==> src/design/pair_distance_histogram_macros.svh <==
// assertion macros shared by the pair distance histogram design
// no dependencies; included by modules that carry concurrent checks
`ifndef PAIR_DISTANCE_HISTOGRAM_MACROS_SVH
`define PAIR_DISTANCE_HISTOGRAM_MACROS_SVH

// same-cycle implication, disabled during reset
`define PDH_ASSERT_NOW(label, clk_s, rstn_s, ante, cons) \
  label: assert property (@(posedge clk_s) disable iff (!rstn_s) (ante) |-> (cons)) \
    else $error("pdh check failed");

// next-cycle implication, disabled during reset
`define PDH_ASSERT_NEXT(label, clk_s, rstn_s, ante, cons) \
  label: assert property (@(posedge clk_s) disable iff (!rstn_s) (ante) |=> (cons)) \
    else $error("pdh check failed");

`endif

==> src/design/pdh_pkg.sv <==
// shared types, codes and constants for the pair distance histogram
// no dependencies; used by every module of the block
package pdh_pkg;

  localparam int COORD_BITS    = 24;
  localparam int MAX_ATOMS_DEF = 1024;
  localparam int NBIN_DEF      = 50;
  localparam int CNT_BITS      = 32;
  localparam int PAIR_BITS     = 20;
  localparam int ACNT_BITS     = 11;
  localparam int AIDX_BITS     = 10;
  localparam int BIDX_BITS     = 6;
  localparam int CFG_IDX_BITS  = 3;
  localparam int CFG_DATA_BITS = 32;
  localparam int THR_IDX_BITS  = 10;
  // squared distance: three squares of a (COORD_BITS+1)-bit magnitude
  localparam int SQ_BITS       = 2 * COORD_BITS + 4;

  typedef enum logic [1:0] {
    MODE_LOAD  = 2'd0,
    MODE_PASS  = 2'd1,
    MODE_READ  = 2'd2,
    MODE_CLEAR = 2'd3
  } mode_t;

  localparam logic [CFG_IDX_BITS-1:0] REG_BOX_X      = 3'd0;
  localparam logic [CFG_IDX_BITS-1:0] REG_BOX_Y      = 3'd1;
  localparam logic [CFG_IDX_BITS-1:0] REG_BOX_Z      = 3'd2;
  localparam logic [CFG_IDX_BITS-1:0] REG_ATOM_COUNT = 3'd3;
  localparam logic [CFG_IDX_BITS-1:0] REG_BIN_WIDTH  = 3'd4;

  typedef enum logic [2:0] {
    ST_IDLE,
    ST_SQUARE,
    ST_INIT,
    ST_THRESH,
    ST_PAIRS,
    ST_DRAIN
  } state_t;

  typedef struct packed {
    mode_t                 mode;
    logic [AIDX_BITS-1:0]  atom_index;
    logic [COORD_BITS-1:0] pos_x;
    logic [COORD_BITS-1:0] pos_y;
    logic [COORD_BITS-1:0] pos_z;
    logic [BIDX_BITS-1:0]  bin_index;
  } in_t;

  typedef struct packed {
    logic [CNT_BITS-1:0]  bin_count;
    logic [PAIR_BITS-1:0] pairs_in_range;
    logic                 saturated;
  } out_t;

  typedef struct packed {
    logic [COORD_BITS-1:0] x;
    logic [COORD_BITS-1:0] y;
    logic [COORD_BITS-1:0] z;
  } pos_t;

  // one pair travelling down the bin cells
  typedef struct packed {
    logic               valid;
    logic               placed;
    logic               last;
    logic               sat;
    logic [SQ_BITS-1:0] dist2;
  } tok_t;

  // broadcast control to the bin cells
  typedef struct packed {
    logic                    clear;
    logic                    thr_we;
    logic [THR_IDX_BITS-1:0] thr_idx;
  } cell_ctl_t;

endpackage

==> src/design/pdh_pair_unit.sv <==
// pair unit: minimum-image difference, squares and squared distance
// depends on pdh_pkg
module pdh_pair_unit (
  input  logic                            clk,
  input  logic                            rst_n,
  input  logic                            in_valid,
  input  logic                            in_last,
  input  pdh_pkg::pos_t                   pos_i,
  input  pdh_pkg::pos_t                   pos_j,
  input  logic [pdh_pkg::COORD_BITS-1:0]  box_x,
  input  logic [pdh_pkg::COORD_BITS-1:0]  box_y,
  input  logic [pdh_pkg::COORD_BITS-1:0]  box_z,
  output pdh_pkg::tok_t                   tok_o
);

  localparam int C   = pdh_pkg::COORD_BITS;
  localparam int DW  = C + 2;
  localparam int AW  = C + 1;
  localparam int QW  = 2 * AW;
  localparam int SW  = pdh_pkg::SQ_BITS;

  logic [C-1:0]          pi [3];
  logic [C-1:0]          pj [3];
  logic [C-1:0]          bx [3];
  logic signed [DW:0]    bs [3];
  logic signed [DW-1:0]  diff [3];
  logic signed [DW-1:0]  d1_nxt [3];
  logic signed [DW-1:0]  d1_r [3];
  logic signed [DW-1:0]  d2 [3];
  logic [AW-1:0]         ab_nxt [3];
  logic [AW-1:0]         ab_r [3];
  logic [QW-1:0]         sq_r [3];
  logic [SW-1:0]         sum_r;
  logic [3:0]            vld_r;
  logic [3:0]            lst_r;

  assign pi[0] = pos_i.x;
  assign pi[1] = pos_i.y;
  assign pi[2] = pos_i.z;
  assign pj[0] = pos_j.x;
  assign pj[1] = pos_j.y;
  assign pj[2] = pos_j.z;
  assign bx[0] = box_x;
  assign bx[1] = box_y;
  assign bx[2] = box_z;

  // first wrap: pull down when twice the difference reaches the box
  always_comb begin
    for (int a = 0; a < 3; a++) begin
      bs[a]   = $signed({3'b000, bx[a]});
      diff[a] = $signed({2'b00, pj[a]}) - $signed({2'b00, pi[a]});
      if ($signed({diff[a], 1'b0}) >= bs[a]) begin
        d1_nxt[a] = DW'($signed({diff[a][DW-1], diff[a]}) - bs[a]);
      end else begin
        d1_nxt[a] = diff[a];
      end
    end
  end

  // second wrap and magnitude
  always_comb begin
    for (int a = 0; a < 3; a++) begin
      if ($signed({d1_r[a], 1'b0}) < -bs[a]) begin
        d2[a] = DW'($signed({d1_r[a][DW-1], d1_r[a]}) + bs[a]);
      end else begin
        d2[a] = d1_r[a];
      end
      ab_nxt[a] = d2[a][DW-1] ? AW'(-d2[a]) : AW'(d2[a]);
    end
  end

  // datapath stages
  always_ff @(posedge clk) begin
    for (int a = 0; a < 3; a++) begin
      d1_r[a] <= d1_nxt[a];
      ab_r[a] <= ab_nxt[a];
      sq_r[a] <= ab_r[a] * ab_r[a];
    end
    sum_r <= SW'(sq_r[0]) + SW'(sq_r[1]) + SW'(sq_r[2]);
  end

  // tag pipeline
  always_ff @(posedge clk) begin
    if (!rst_n) begin
      vld_r <= '0;
      lst_r <= '0;
    end else begin
      vld_r <= {vld_r[2:0], in_valid};
      lst_r <= {lst_r[2:0], in_last};
    end
  end

  always_comb begin
    tok_o.valid  = vld_r[3];
    tok_o.placed = 1'b0;
    tok_o.last   = lst_r[3];
    tok_o.sat    = 1'b0;
    tok_o.dist2  = sum_r;
  end

endmodule

==> config.mk <==
export PLATFORM = sky130hd
export DESIGN_NAME = pdh_pair_unit
export DESIGN_NICKNAME = d
export VERILOG_FILES = /design/src/design/pair_distance_histogram_macros.svh /design/src/design/pdh_pkg.sv /design/src/design/pdh_pair_unit.sv
export SDC_FILE = /design/constraint.sdc
export NUM_CORES = 2
export LEC_CHECK = 0
export BUFFER_PORTS_ARGS = -buffer_cell sky130_fd_sc_hd__buf_2
export CAP_MARGIN = 10
export CORE_UTILIZATION = 45
export DETAILED_ROUTE_END_ITERATION = 16
export PLACE_DENSITY_LB_ADDON = 0.05
export SETUP_SLACK_MARGIN = 0.05
export SYNTH_ARGS = -nofsm -noshare
export SYNTH_HDL_FRONTEND = slang
export SYNTH_SLANG_ARGS = --single-unit
==> constraint.sdc <==
create_clock -name clk -period 8.45 [get_ports clk]
set_input_delay 1.69 -clock clk [delete_from_list [all_inputs] [get_ports clk]]
set_output_delay 1.69 -clock clk [all_outputs]
set_load 0.03 [all_outputs]
==> impl_metrics.csv <==
group,metric,value,unit
synthesis,syn_area,83000,um2
status,status,"finished, final reports clean",
placed_design,hpwl,197,mm
global_route,grt_pass1_vias,66000,
job,drv_cap,0,
setup_path,cp_top_family,"adder cells",
timing,hold_violations,0,
timing,fmax,123,MHz
global_route,antenna_found_initial,17,
clock_tree,cts_tree,"yes",
synthesis,synthAdderAreaFrac,49.9,%
cells_and_area,fin_util,49.0,%
clock_tree,cts.sinks,360,
clock_tree,worstSkewPairLatency,0.71,ns
setup_path,critical_path_class,"register to register",
clock_tree,cts-root-buf,"clkbuf_16",
worst_hold_path,min_path_type,"register to register",
timing,slew_violations,0,
setup_path,worstPathRequired,9.02,ns
floorplanning,start_util,45.3,%
timing,skew,0.0483,ns
clock_tree,clkSlewWorstSetupHoldPaths,0.07,ns
detailed_routing,wl,229,mm
timing,rsz0062_at_grt,"false",
timing,setup_viol_count_final,0,
timing,setup_tns,0,ns
synthesis,synthTopCellsByArea,"fa_1 (35%), ha_1 (15%), inv_1 (10%)",
detailed_routing,ant_nets,0,
synthesis,yosysWarnings,0,
synthesis,ys_ff_latch,360,
floorplanning,row_count,157,
synthesis,yosysTopAreaCell,"fa_1",
setup_path,cpPeakStageDelay,0.92,ns
synthesis,synth_top_family_by_area,"adder cells",
setup_path,setup.worst_path.end_class,"register",
clock_tree,h-tree-depth,2,
setup_path,cp.buffers_inverters,5,
cells_and_area,nets,12300,
synthesis,synth_xor_area_share,5.49,%
cells_and_area,area_delta_synth_final,8.10,%
detailed_routing,vias,62400,
setup_path,cp_max_fo,12,
global_route,grt_pass1_wl,366,mm
timing,fin_crit_sh,96.1,%
synthesis,synth-edff-count,0,
setup_path,crit_top_cell,"fa_1",
clock_tree,cts-buffers-inserted,50,
setup_path,worst_setup_path_start_kind,"register",
cells_and_area,nFillCells,17800,
synthesis,synth_compound_gate_area_share,10.3,%
setup_path,worstPathCellList,"nand2_1, fa_1, inv_1, fa_1, inv_1, fa_1, fa_1, inv_1, fa_1, fa_1, inv_1, fa_1, inv_1, ha_1, and3_1, nand4b_1, a21oi_1, nor4b_1, o41ai_1, a21oi_1, o21ai_0, a2111o_1, nand3_1",
synthesis,postSynthAreaPerCell,8.82,um2
synthesis,ys.flop_type,"dfxtp_1",
timing,tightest_slew,1.09,ns
synthesis,yosysUniqueCellTypes,97,
synthesis,synthCells,9408,
detailed_routing,routedWlPerCell,18.8,um
detailed_routing,drc,0,
placed_design,gp_congestion,0.897,
global_route,grt_overflow,0,
synthesis,synthSimpleGateAreaFrac,12.5,%
floorplanning,dieArea,186000,um2
floorplanning,io_pins,276,
synthesis,synthArstFlopShare,0,%
placed_design,dp_cells,12100,
floorplanning,core_area,183000,um2
cells_and_area,fin_cells,12200,
floorplanning,dieWidth,431,um
detailed_routing,dr.pass1.iters,8,
detailed_routing,detail_route.iter0.violations,3064,
synthesis,synth_top_area_share,35.1,%
global_route,grt_start_max_net_pins,43,
placed_design,io_buffers,273,
synthesis,muxShareOfSynthArea,1.65,%
floorplanning,die_h,431,um
detailed_routing,vias_per_cell,5.12,
clock_tree,clockBufferDepth,3,
global_route,grt_use_total,25.1,%
timing,fin_crit,8.12,ns
timing,relSlewSlack,27.2,%
synthesis,seq_area_frac_synth,8.68,%
setup_path,worst_path_max_delay_cell,"dfxtp_1",
setup_path,cp.arrival,8.69,ns
cells_and_area,drive_gt1_share,6.62,%
==> per-stage QoR <==
| step | hold slack, ns | setup WS, ns | cell area [um2] |
|---|---|---|---|
| after global placement | 0.411 | 0.471 | 87800 |
| after global routing | 0.435 | 0.0651 | 89700 |
| after CTS | 0.428 | 0.326 | 89700 |
| after floorplan | 0.406 | 0.808 | 83000 |
| final | 0.425 | 0.332 | 89700 |
| after detailed placement | 0.415 | 0.393 | 87800 |
==> cells in the mapped netlist (all sizes together) (16+ instances only) <==
cell type and number:
nand4 68, nor3b 16, xor2 180, a211o 17, fa 1457, nand2 737, mux2i 55, nand2b 51
a21oi 409, dfxtp 360, xnor2 339, nand3 88, o21ai 262, a21boi 20, o21a 67, o31ai 39
ha 982, nor2b 70, clkbuf 180, and2 389, o21bai 37, nor3 122, or2 22, a31oi 59
and4 16, buf 34, a21o 205, inv 2304, a2111oi 18, and3 51, nor2 377, a211oi 31
mux2 73, o211ai 23, nor4 30, or3 32
==> layer usage <==
layer  share of wire (%)  GRT usage [%]  vias to the layer above
li1                    -              -                    30000
met1                  47           35.4                    31000
met2                  47           41.5                     1234
met3                 5.0           3.09                      165
met4                 1.6           4.31                       10
met5               0.024              0                        -
==> state kept, by name (all words and copies together), names as in the netlist <==
signal / count
sq_r: 147
d1_r: 78
ab_r: 75
sum_r: 52
lst_r: 4
vld_r: 4
==> kinds of logic (layout without fill, tap and decap cells) <==
logic type | after synthesis | after routing
AO/OA/AOI/OAI | 1328 | 1328
XOR/XNOR | 519 | 519
multiplexers | 128 | 128
adder cells (fa/ha/maj) | 2439 | 2439
AND/OR/NAND/NOR | 2115 | 2115
flip-flops | 360 | 360
other | 1 | 17
buffers and inverters | 2518 | 2817
==> layout by cell type, fill, tap and decap left out, drive strengths merged, types with 17 or more instances in the layout <==
| master | instances |
|---|---|
| o21a | 67 |
| nand4 | 68 |
| nand3 | 88 |
| a21oi | 409 |
| buf | 420 |
| o21ai | 262 |
| a21boi | 20 |
| fa | 1457 |
| o31ai | 39 |
| inv | 2308 |
| nor2b | 70 |
| nor2 | 377 |
| nor4 | 30 |
| and2 | 389 |
| a31oi | 59 |
| ha | 982 |
| o21bai | 37 |
| a21o | 205 |
| a2111oi | 18 |
| and3 | 51 |
| nand2b | 51 |
| or2 | 22 |
| o211ai | 23 |
| or3 | 32 |
| mux2i | 55 |
| nand2 | 737 |
| mux2 | 73 |
| nor3 | 122 |
| a211o | 17 |
| xor2 | 180 |
| xnor2 | 339 |
| a211oi | 31 |
| dfxtp | 360 |
| clkbuf | 64 |
==> worst paths after layout <==
check,endpoint,from,slack [ns],cells after the start
hold / removal,vld_r[2],vld_r[1],0.42,1
setup reg to reg,sq_r[0][98],ab_r[0][43],0.33,23
setup / recovery,sq_r[0][98],ab_r[0][43],0.33,23
hold reg to reg,vld_r[2],vld_r[1],0.42,1
==> layout make-up <==
| cell class | instances | area (um2) | share of cell area (%) |
|---|---|---|---|
| clock buffer | 64 | 1390 | 1.55 |
| sequential | 360 | 7210 | 8.04 |
| clock inverter | 29 | 526 | 0.586 |
| inverter | 2304 | 8650 | 9.64 |
| antenna | 12 | 30.0 | 0.0335 |
| tap | 2464 | 3080 | 3.44 |
| timing repair buffer | 420 | 2490 | 2.78 |
| multi-input combinational | 6534 | 66300 | 73.9 |
==> what timing repair did <==
action / in CTS / in global routing
hold buffers: 0 / 0
buffers inserted: 0 / 0
gates resized for setup: 0 / 3
endpoints found under the setup margin: 0 / 2
Power is left out: the tool's default activity adds up to more than one toggle a clock period on the data nets, which glitch-free logic cannot reach.
