File: src/design/pair_distance_histogram_macros.svh
// assertion macros shared by the pair distance histogram design
// no dependencies; included by modules that carry concurrent checks
`ifndef PAIR_DISTANCE_HISTOGRAM_MACROS_SVH
`define PAIR_DISTANCE_HISTOGRAM_MACROS_SVH

// same-cycle implication, disabled during reset
`define PDH_ASSERT_NOW(label, clk_s, rstn_s, ante, cons) \
  label: assert property (@(posedge clk_s) disable iff (!rstn_s) (ante) |-> (cons)) \
    else $error("pdh check failed");

// next-cycle implication, disabled during reset
`define PDH_ASSERT_NEXT(label, clk_s, rstn_s, ante, cons) \
  label: assert property (@(posedge clk_s) disable iff (!rstn_s) (ante) |=> (cons)) \
    else $error("pdh check failed");

`endif

File: src/design/pdh_pkg.sv
// shared types, codes and constants for the pair distance histogram
// no dependencies; used by every module of the block
package pdh_pkg;

  localparam int COORD_BITS    = 24;
  localparam int MAX_ATOMS_DEF = 1024;
  localparam int NBIN_DEF      = 50;
  localparam int CNT_BITS      = 32;
  localparam int PAIR_BITS     = 20;
  localparam int ACNT_BITS     = 11;
  localparam int AIDX_BITS     = 10;
  localparam int BIDX_BITS     = 6;
  localparam int CFG_IDX_BITS  = 3;
  localparam int CFG_DATA_BITS = 32;
  localparam int THR_IDX_BITS  = 10;
  // squared distance: three squares of a (COORD_BITS+1)-bit magnitude
  localparam int SQ_BITS       = 2 * COORD_BITS + 4;

  typedef enum logic [1:0] {
    MODE_LOAD  = 2'd0,
    MODE_PASS  = 2'd1,
    MODE_READ  = 2'd2,
    MODE_CLEAR = 2'd3
  } mode_t;

  localparam logic [CFG_IDX_BITS-1:0] REG_BOX_X      = 3'd0;
  localparam logic [CFG_IDX_BITS-1:0] REG_BOX_Y      = 3'd1;
  localparam logic [CFG_IDX_BITS-1:0] REG_BOX_Z      = 3'd2;
  localparam logic [CFG_IDX_BITS-1:0] REG_ATOM_COUNT = 3'd3;
  localparam logic [CFG_IDX_BITS-1:0] REG_BIN_WIDTH  = 3'd4;

  typedef enum logic [2:0] {
    ST_IDLE,
    ST_SQUARE,
    ST_INIT,
    ST_THRESH,
    ST_PAIRS,
    ST_DRAIN
  } state_t;

  typedef struct packed {
    mode_t                 mode;
    logic [AIDX_BITS-1:0]  atom_index;
    logic [COORD_BITS-1:0] pos_x;
    logic [COORD_BITS-1:0] pos_y;
    logic [COORD_BITS-1:0] pos_z;
    logic [BIDX_BITS-1:0]  bin_index;
  } in_t;

  typedef struct packed {
    logic [CNT_BITS-1:0]  bin_count;
    logic [PAIR_BITS-1:0] pairs_in_range;
    logic                 saturated;
  } out_t;

  typedef struct packed {
    logic [COORD_BITS-1:0] x;
    logic [COORD_BITS-1:0] y;
    logic [COORD_BITS-1:0] z;
  } pos_t;

  // one pair travelling down the bin cells
  typedef struct packed {
    logic               valid;
    logic               placed;
    logic               last;
    logic               sat;
    logic [SQ_BITS-1:0] dist2;
  } tok_t;

  // broadcast control to the bin cells
  typedef struct packed {
    logic                    clear;
    logic                    thr_we;
    logic [THR_IDX_BITS-1:0] thr_idx;
  } cell_ctl_t;

endpackage

File: src/design/pdh_bin_cell.sv
// one histogram bin cell: threshold, saturating count, token hand-on
// depends on pdh_pkg
module pdh_bin_cell #(
  parameter int IDX      = 0,
  parameter int THR_BITS = 64
) (
  input  logic                          clk,
  input  logic                          rst_n,
  input  pdh_pkg::cell_ctl_t            ctl,
  input  logic [THR_BITS-1:0]           thr_val,
  input  pdh_pkg::tok_t                 tok_i,
  output pdh_pkg::tok_t                 tok_o,
  output logic [pdh_pkg::CNT_BITS-1:0]  cnt_o
);

  localparam logic [pdh_pkg::CNT_BITS-1:0] CNT_MAX = '1;

  logic [THR_BITS-1:0]          thr_r;
  logic [pdh_pkg::CNT_BITS-1:0] cnt_r;
  logic [pdh_pkg::CNT_BITS-1:0] cnt_nxt;
  pdh_pkg::tok_t                tok_r;
  pdh_pkg::tok_t                tok_nxt;
  logic                         hit;
  logic                         full_nxt;

  // pair belongs here when its squared distance is under this bin's upper edge
  always_comb begin
    hit      = tok_i.valid && !tok_i.placed && (THR_BITS'(tok_i.dist2) < thr_r);
    cnt_nxt  = cnt_r;
    full_nxt = 1'b0;
    if (hit && cnt_r != CNT_MAX) begin
      cnt_nxt  = cnt_r + 1'b1;
      full_nxt = (cnt_nxt == CNT_MAX);
    end
    tok_nxt        = tok_i;
    tok_nxt.placed = tok_i.placed | hit;
    tok_nxt.sat    = tok_i.sat | full_nxt;
  end

  // threshold load
  always_ff @(posedge clk) begin
    if (ctl.thr_we && ctl.thr_idx == pdh_pkg::THR_IDX_BITS'(IDX)) begin
      thr_r <= thr_val;
    end
  end

  // count and token
  always_ff @(posedge clk) begin
    if (!rst_n) begin
      cnt_r <= '0;
      tok_r <= '0;
    end else begin
      cnt_r <= ctl.clear ? '0 : cnt_nxt;
      tok_r <= tok_nxt;
    end
  end

  assign tok_o = tok_r;
  assign cnt_o = cnt_r;

endmodule
File: config.mk
export PLATFORM = sky130hd
export DESIGN_NAME = pdh_bin_cell
export DESIGN_NICKNAME = d
export VERILOG_FILES = /design/src/design/pair_distance_histogram_macros.svh /design/src/design/pdh_pkg.sv /design/src/design/pdh_bin_cell.sv
export SDC_FILE = /design/constraint.sdc
export NUM_CORES = 1
export LEC_CHECK = 0
export BUFFER_PORTS_ARGS = -buffer_cell sky130_fd_sc_hd__buf_2
export CAP_MARGIN = 20
export CORE_AREA = 2 2 128 130
export DETAILED_ROUTE_END_ITERATION = 16
export DIE_AREA = 0 0 130 132
export HOLD_SLACK_MARGIN = 0.08
export PLACE_DENSITY = 0.71
export SETUP_SLACK_MARGIN = 0.15
export SYNTH_ARGS = -nofsm -noshare
export SYNTH_HDL_FRONTEND = slang
export SYNTH_SLANG_ARGS = --single-unit
export TNS_END_PERCENT = 100
File: constraint.sdc
create_clock -name clk -period 23.1 [get_ports clk]
set_clock_uncertainty 0.2 [all_clocks]
set_input_delay 2.31 -clock clk [delete_from_list [all_inputs] [get_ports clk]]
set_output_delay 2.31 -clock clk [all_outputs]
set_load 0.03 [all_outputs]
==> metrics.md, run 1 <==
| Metric | Value |
|---|---|
| Status | `complete, no violations` |
| Switch Pwr | `0.136 mW` |
| Worst VDD drop | `0.0580 mV` |
| Post CTS Setup Buffer Count | `0` |
| Met3 Use GR | `0.0698` |
| Largest net degree at the start of global routing | `67` |
| Prevailing post-synth register cell | `dfxtp_1` |
| I/O pin cnt | `222` |
| CTS buffer count | `17` |
| Via/cell ratio | `5.13` |
| Post-detail-place hpwl | `12500 microns` |
| Hold EP | `cnt_o[27]` |
| Synth cell types | `56` |
| CTS tree | `yes` |
| Sequential Power Share | `0.454` |
| CP Capture Type | `flip-flop` |
| Final net count | `1055` |
| Met2 GRT Util | `0.341` |
| Initial antenna violation count | `1` |
| Worst-skew pair later-pin latency | `410 ps` |
| Clock root cell | `clkbuf_16` |
| Minimum clock period | `4910 ps` |
| PD cells | `71.3 nW/um^2` |
| Busiest layer in global routing | `met2` |
| Slowest cell delay on critical path | `570 ps` |
| GR Overflow Total | `0` |
| Internal power | `0.496 mW` |
| CTS H-Tree Depth | `4` |
| WP data required | `23180 ps` |
| Mapped Cells | `652` |
| Yosys top cell area share | `0.276` |
| Type of origin of the critical path | `input port` |
| HP Start | `cnt_o[27]` |
| Min-delay worst type | `reg -> reg` |
| Final Max Slew Viols | `0` |
| Longest Clk Path Bufs | `2` |
| DRT Pass-1 Iters | `4` |
| Share of cells above drive strength 1 | `0.314` |
| RSZ-0062 raised after global routing | `false` |
| Placer Congestion | `0.870` |
| Hold Vio Cnt, Final | `0` |
| Post-route ant nets | `0` |
| # fillers | `1387` |
| Synth top area cells | `edfxtp_1 28%, dfxtp_1 25%, ha_1 9.5%` |
| Sequential share of the synthesized area | `0.530` |
| R2r setup slk | `19500 ps` |
| Top cell type by total area after synthesis | `edfxtp_1` |
| CTS Sinks | `152` |
| Final period utilization | `0.213` |
| Arr. time, crit path | `4990 ps` |
| # hold bufs at CTS | `0` |
| Area Growth Syn to Fin | `27.4%` |
| Slew headroom | `0.308` |
| Iter 0 DRT Violations | `407` |
| Die height | `132 microns` |
| Yosys warns | `0` |
| RR Endpoint | `cnt_o[6]` |
| Initial Util | `0.442` |
| Clk slew on worst S/H paths | `60 ps` |
| GR met1 Demand/Resource | `0.256` |
| Combinational share of power | `0.074` |
| First-pass GRT wire length | `27700 microns` |
| EDFF count, synth | `64` |
| Routed wire per std cell | `15.4 microns` |
| Drt drc | `0` |
| Post-cts resize count | `0` |
| CP Cell Sequence | `buf_2, ha_1, nand4_1, or4_4, or2_1, o311a_1, o211ai_4, buf_4, o21ba_2, nor3_2` |
| Routed Wire Length | `16900 microns` |
| Vias in the first global route | `5435` |
| Chip width | `130 microns` |
| Post-Syn Area | `6950 sq um` |
| Num rows | `46` |
| Final setup viols | `0` |
| Switching share of power | `0.215` |
| # port buffers | `221` |
| Setup tns final | `0 ps` |
| Reg-to-reg startpoint | `cnt_o[1]` |
| Via count | `5629` |
| Worst Hold Depth | `2` |
| Measured slew at the worst slew-check pin | `1030 ps` |
| Syn_nets | `839` |
| Total power | `0.631 mW` |
| Mapped Avg Cell Area | `10.7 sq um` |
| Die Footprint | `17200 sq um` |
| Overall Global Routing Usage | `0.207` |
| Max Cap Violations | `0` |
| CP Class | `in -> reg` |
| Ys async rst share | `0` |
| Worst Reg-to-Reg Cells | `6` |
| Flops & latches, synth | `152` |
| Crit-path max FO | `66` |
| Slowest-stage cell, CP | `or4_4` |
| Max Clock Freq | `0.204 GHz` |
| Core Footprint | `15700 sq um` |
| Clk pwr share | `0.472` |
| Leakage | `3.74 nW` |
## sequential cells by signal (all words and copies together) (netlist names)
name / count
thr_r: 64
cnt_o: 32
tok_o: 56
## metal layers
| metal | wire length [microns] | up-vias |
|---|---|---|
| met4 | 201 | 0 |
| met1 | 6880 | 2597 |
| met5 | 0 | - |
| li1 | - | 2818 |
| met2 | 8410 | 201 |
| met3 | 1440 | 13 |
## cells by family after synthesis
family	Yosys count	synth area share
fa+ha+maj	53	0.0954
simple gates	229	0.198
flops	152	0.530
buf+inv	86	0.0531
xor+xnor	5	0.00630
compound gates	127	0.118
## cell usage in the layout, fill, tap and decap left out, types with 3 or more instances in the layout
cell,instances
a21oi_2,9
nand2b_1,4
nor3_1,3
dfxtp_1,88
o21ai_0,17
o21ai_1,4
nand2_1,32
and2_1,54
xor2_1,3
o31ai_1,10
nand4b_1,7
nor2_1,13
clkbuf_16,17
ha_1,53
and4_1,9
buf_2,221
o21a_1,4
edfxtp_1,64
or3_1,21
nand4_1,28
nor4_1,10
clkbuf_1,3
nand3_1,20
or4_1,11
o21ai_2,8
inv_1,59
bufinv_16,5
and3_1,5
buf_4,3
a21oi_1,52
## layout make-up
| class | count | area (sq um) | area share |
|---|---|---|---|
| Clock inverter | 12 | 200 | 0.0226 |
| Timing Repair Buffer | 224 | 1130 | 0.127 |
| Multi-Input combinational cell | 414 | 2910 | 0.329 |
| Tap cell | 216 | 270 | 0.0305 |
| Antenna cell | 1 | 2.50 | 0.000283 |
| Inverter | 59 | 221 | 0.0250 |
| Sequential cell | 152 | 3680 | 0.416 |
| Clock buffer | 20 | 437 | 0.0493 |
## worst max-delay path, delay by kind of cell
kind | cells | cell delay [ps]
fa+ha+maj | 1 | 310
buf+inv | 2 | 630
compound gates | 3 | 710
simple gates | 4 | 1030
## through the flow
stage	area (sq um)	util	hold WS, ps	setup slack (ps)	std cells
after detailed placement	8220	0.523	316	17740	1065
after global routing	8850	0.564	361	17960	1097
final	8860	0.564	323	18190	1098
after CTS	8850	0.564	327	18170	1097
after global placement	8220	0.523	317	17820	1065
after floorplan	6950	-	424	13520	652
## cells in the mapped netlist, drive strengths merged, types with 6 or more instances
library cell  instances
a21oi                61
and2                 55
and4                  9
buf                   6
clkbuf               21
dfxtp                88
edfxtp               64
ha                   53
inv                  59
nand2                32
nand3                20
nand4                28
nand4b                7
nor2                 13
nor4                 12
o21ai                29
o31ai                10
or3                  21
or4                  12
## power by group through the flow
stage | registers, mW | clock network (mW) | logic (mW)
4_1_cts | 0.286 | 0.303 | 0.0475
3_3_place_gp | 0.292 | 0 | 0.0462
3_5_place_dp | 0.292 | 0 | 0.0472
6_report | 0.286 | 0.298 | 0.0469
5_1_grt | 0.287 | 0.316 | 0.0517
2_1_floorplan | 0.303 | 0 | 0.0149
## how the worst max path moves through the flow
stage	from	endpoint	slack, ps	cells past startpoint
after floorplan	ctl[2]	thr_r[0]	13520	3
after global placement	tok_i[11]	cnt_o[9]	17820	10
after detailed placement	tok_i[51]	cnt_o[15]	17740	10
after CTS	tok_i[51]	cnt_o[15]	18170	10
after global routing	tok_i[51]	cnt_o[12]	17960	10
final	tok_i[51]	cnt_o[31]	18190	10
(Power assumes the default switching activity.)
==> inputs of run 2 (changes only) <==
--- a/config.mk
+++ b/config.mk
@@ -5,11 +5,12 @@
 export SDC_FILE = /design/constraint.sdc
 export NUM_CORES = 1
 export LEC_CHECK = 0
+export ABC_AREA = 1
 export BUFFER_PORTS_ARGS = -buffer_cell sky130_fd_sc_hd__buf_2
 export CAP_MARGIN = 20
-export CORE_AREA = 2 2 128 130
+export CORE_AREA = 2 2 131 133
 export DETAILED_ROUTE_END_ITERATION = 16
-export DIE_AREA = 0 0 130 132
+export DIE_AREA = 0 0 133 135
 export HOLD_SLACK_MARGIN = 0.08
 export PLACE_DENSITY = 0.71
 export SETUP_SLACK_MARGIN = 0.15
==> constraint.sdc (replaced) <==
create_clock -name clk -period 5 [get_ports clk]
set_clock_uncertainty 0.2 [all_clocks]
set_input_delay 0.5 -clock clk [delete_from_list [all_inputs] [get_ports clk]]
set_output_delay 0.5 -clock clk [all_outputs]
set_load 0.03 [all_outputs]
==> run 2 against run 1 <==
Highest routed layer unchanged. Largest cell class unchanged. Sequential power increased to 4.7 times the previous value. Power rose to 4.6 times the previous value. Wire length rose by 21%.
==> metrics.md, run 2 <==
| Metric | Value |
|---|---|
| Status | `complete, no violations (unchanged)` |
| Compound-Gate Fraction of Synth Area | `0.0481 (was 0.118)` |
| Leakage | `5.27 nW (was 3.74 nW)` |
| Via count | `6920 (was 5629)` |
| Top cell type by total area after synthesis | `edfxtp_1 (unchanged)` |
| Setup tns final | `0 ps (unchanged)` |
| Sequential share of the synthesized area | `0.502 (was 0.530)` |
| Synth top area cells | `edfxtp_1 26%, dfxtp_1 24%, nand2_1 14% (was edfxtp_1 28%, dfxtp_1 25%, ha_1 9.5%)` |
| First-pass GRT wire length | `32500 microns (was 27700 microns)` |
| Overall Global Routing Usage | `0.233 (was 0.207)` |
| Prevailing post-synth register cell | `dfxtp_1 (unchanged)` |
| Iter 0 DRT Violations | `297 (was 407)` |
| CP Class | `in -> reg (unchanged)` |
| Antenna Cells | `0 (was 1)` |
| Ys async rst share | `0 (unchanged)` |
| CTS buffer count | `17 (unchanged)` |
| Die Footprint | `18000 sq um (was 17200 sq um)` |
| Clock root cell | `clkbuf_16 (unchanged)` |
| I/O pin cnt | `222 (unchanged)` |
| Type of origin of the critical path | `input port (unchanged)` |
| Largest net degree at the start of global routing | `61 (was 67)` |
| Most frequent cells in the layout | `280 x nand2_1, 221 x buf_2, 164 x inv_1 (was 221 x buf_2, 88 x dfxtp_1, 64 x edfxtp_1)` |
| Most flop-heavy register | `thr_r (unchanged)` |
| Most common cell after layout, fill and taps aside | `nand2_1 (was buf_2)` |
| Initial Util | `0.447 (was 0.442)` |
| # hold bufs at CTS | `101 (was 0)` |
| RSZ-0062 raised after global routing | `false (unchanged)` |
| Max Clock Freq | `0.328 GHz` |
| Area of the multi-input gates | `2960 sq um (was 2910 sq um)` |
| Adder-cell share of the synthesized area | `0.0904 (was 0.0954)` |
| PD cells | `283 nW/um^2 (was 71.3 nW/um^2)` |
| Measured slew at the worst slew-check pin | `639 ps (was 1030 ps)` |
| Initial antenna violation count | `0 (was 1)` |
| Most common library cells after synthesis | `280 x nand2_1, 164 x inv_1, 113 x nor2_1 (was 88 x dfxtp_1, 64 x edfxtp_1, 59 x inv_1)` |
| Slew headroom | `0.574 (was 0.308)` |
| Placer Congestion | `0.917 (was 0.870)` |
| Final Max Slew Viols | `0 (unchanged)` |
| Arr. time, crit path | `3170 ps (was 4990 ps)` |
| Routed wire per std cell | `13.9 microns (was 15.4 microns)` |
| Post-route ant nets | `0 (unchanged)` |
| Drt drc | `0 (unchanged)` |
| Vias in the first global route | `6857 (was 5435)` |
| FF+latch area | `3680 sq um (unchanged)` |
| Synth cell types | `31 (was 56)` |
| Most frequent cell after synthesis | `nand2_1 (was dfxtp_1)` |
| Dpl ws | `2160 ps (was 17740 ps)` |
| Post-Syn Area | `7330 sq um (was 6950 sq um)` |
| Post CTS Setup Buffer Count | `0 (unchanged)` |
| Num rows | `47 (was 46)` |
| Core Footprint | `16400 sq um (was 15700 sq um)` |
| Post-cts resize count | `0 (unchanged)` |
| Max FFs per register | `64 (unchanged)` |
| Syn_nets | `1102 (was 839)` |
| Yosys warns | `0 (unchanged)` |
| Mapped Avg Cell Area | `8.01 sq um (was 10.7 sq um)` |
| Mapped Cells | `915 (was 652)` |
| Flops & latches, synth | `152 (unchanged)` |
| Clk slew on worst S/H paths | `70 ps (was 60 ps)` |
| Yosys top cell area share | `0.262 (was 0.276)` |
| CP Capture Type | `flip-flop (unchanged)` |
| Longest Clk Path Bufs | `2 (unchanged)` |
| Max Cap Violations | `0 (unchanged)` |
| Via/cell ratio | `4.68 (was 5.13)` |
| Mux share of post-synthesis cell area | `0 (unchanged)` |
| Final WS setup | `1950 ps (was 18190 ps)` |
| CTS H-Tree Depth | `4 (unchanged)` |
| DRT Pass-1 Iters | `5 (was 4)` |
| # port buffers | `221 (unchanged)` |
| Fin Hold WS | `91.9 ps (was 323 ps)` |
| Hold Vio Cnt, Final | `0 (unchanged)` |
| CTS Sinks | `152 (unchanged)` |
| Worst-skew pair later-pin latency | `430 ps (was 410 ps)` |
| Final period utilization | `0.610` |
| Share of cells above drive strength 1 | `0.220 (was 0.314)` |
| Chip width | `133 microns (was 130 microns)` |
| Final setup viols | `0 (unchanged)` |
| Final net count | `1433 (was 1055)` |
| WP data required | `5120 ps (was 23180 ps)` |
| Die height | `135 microns (was 132 microns)` |
| EDFF count, synth | `64 (unchanged)` |
| Crit-path max FO | `60 (was 66)` |
| Routed Wire Length | `20500 microns (was 16900 microns)` |
| # fillers | `1320 (was 1387)` |
| Area Growth Syn to Fin | `39.8% (was 27.4%)` |
| Worst VDD drop | `0.236 mV (was 0.0580 mV)` |
| Min-delay worst type | `in -> reg (was reg -> reg)` |
| Post-Synth XOR/XNOR Area | `0.00597 (was 0.00630)` |
| Minimum clock period | `3050 ps` |
| GR Overflow Total | `0 (unchanged)` |
| CTS tree | `yes (unchanged)` |
| Largest family of logic cells by synthesized area | `simple AND/OR/NAND/NOR gates (unchanged)` |
| Post-detail-place hpwl | `14100 microns (was 12500 microns)` |
| Synth Area in Simple Gates | `0.257 (was 0.198)` |
==> run 2: stage by stage <==
| step | instances | power (mW) | area (sq um) | util |
|---|---|---|---|---|
| 2_1_floorplan | 915 | 1.52 | 7350 | - |
| 3_3_place_gp | 1346 | 1.63 | 8680 | 0.529 |
| 3_5_place_dp | 1346 | 1.64 | 8680 | 0.529 |
| 4_1_cts | 1479 | 2.92 | 10300 | 0.625 |
| 5_1_grt | 1479 | 3.01 | 10300 | 0.625 |
| 6_report | 1479 | 2.90 | 10300 | 0.625 |
==> run 2: final timing paths <==
check	start	end	slack, ps	cells after the start
worst min register to register	cnt_o[1]	cnt_o[1]	350	2
worst max register to register	cnt_o[1]	cnt_o[20]	2270	12
worst min-delay path	tok_i[22]	tok_o[22]	90	3
worst max-delay path	tok_i[15]	cnt_o[20]	1950	17
==> run 2: logic make-up after synthesis <==
logic type,count (synthesis)
fa+ha+maj,53
compound gates,66
simple gates,459
xor+xnor,5
flops,152
buf+inv,180
==> run 2: worst max-delay path, cell delays in order <==
cell	delay, ps
dlygate4sd3_1	550
buf_2	140
ha_1	300
nand2_1	80
inv_1	80
nand3_1	100
nor3_1	150
nand2_1	70
nand2_1	80
nand2_1	60
nand2_1	80
nand2_1	150
nand3_2	90
buf_4	470
nand2_1	120
nand2_1	90
nor2_1	50
==> run 2: final cells by class <==
class,instances,area share
sequential,152,0.359
multi-input combinational,583,0.289
timing repair buffer,327,0.210
inverter,165,0.0604
clock buffer,18,0.0439
tap,220,0.0269
clock inverter,14,0.0106
==> run 2: where the power goes <==
part	switching (mW)	internal, mW
Sequential	0.0161	1.32
Clock	0.550	0.675
Combinational	0.190	0.152
Total	0.755	2.15
==> run 2: routing by layer <==
| layer | share of wire | up-vias | wire length, microns | GRT usage |
|---|---|---|---|---|
| met4 | 0.032 | 0 | 655 | 0.101 |
| met3 | 0.053 | 59 | 1090 | 0.0574 |
| met2 | 0.51 | 225 | 10500 | 0.430 |
| met5 | 0 | - | 0 | 0 |
| li1 | - | 3517 | - | - |
| met1 | 0.40 | 3119 | 8290 | 0.254 |
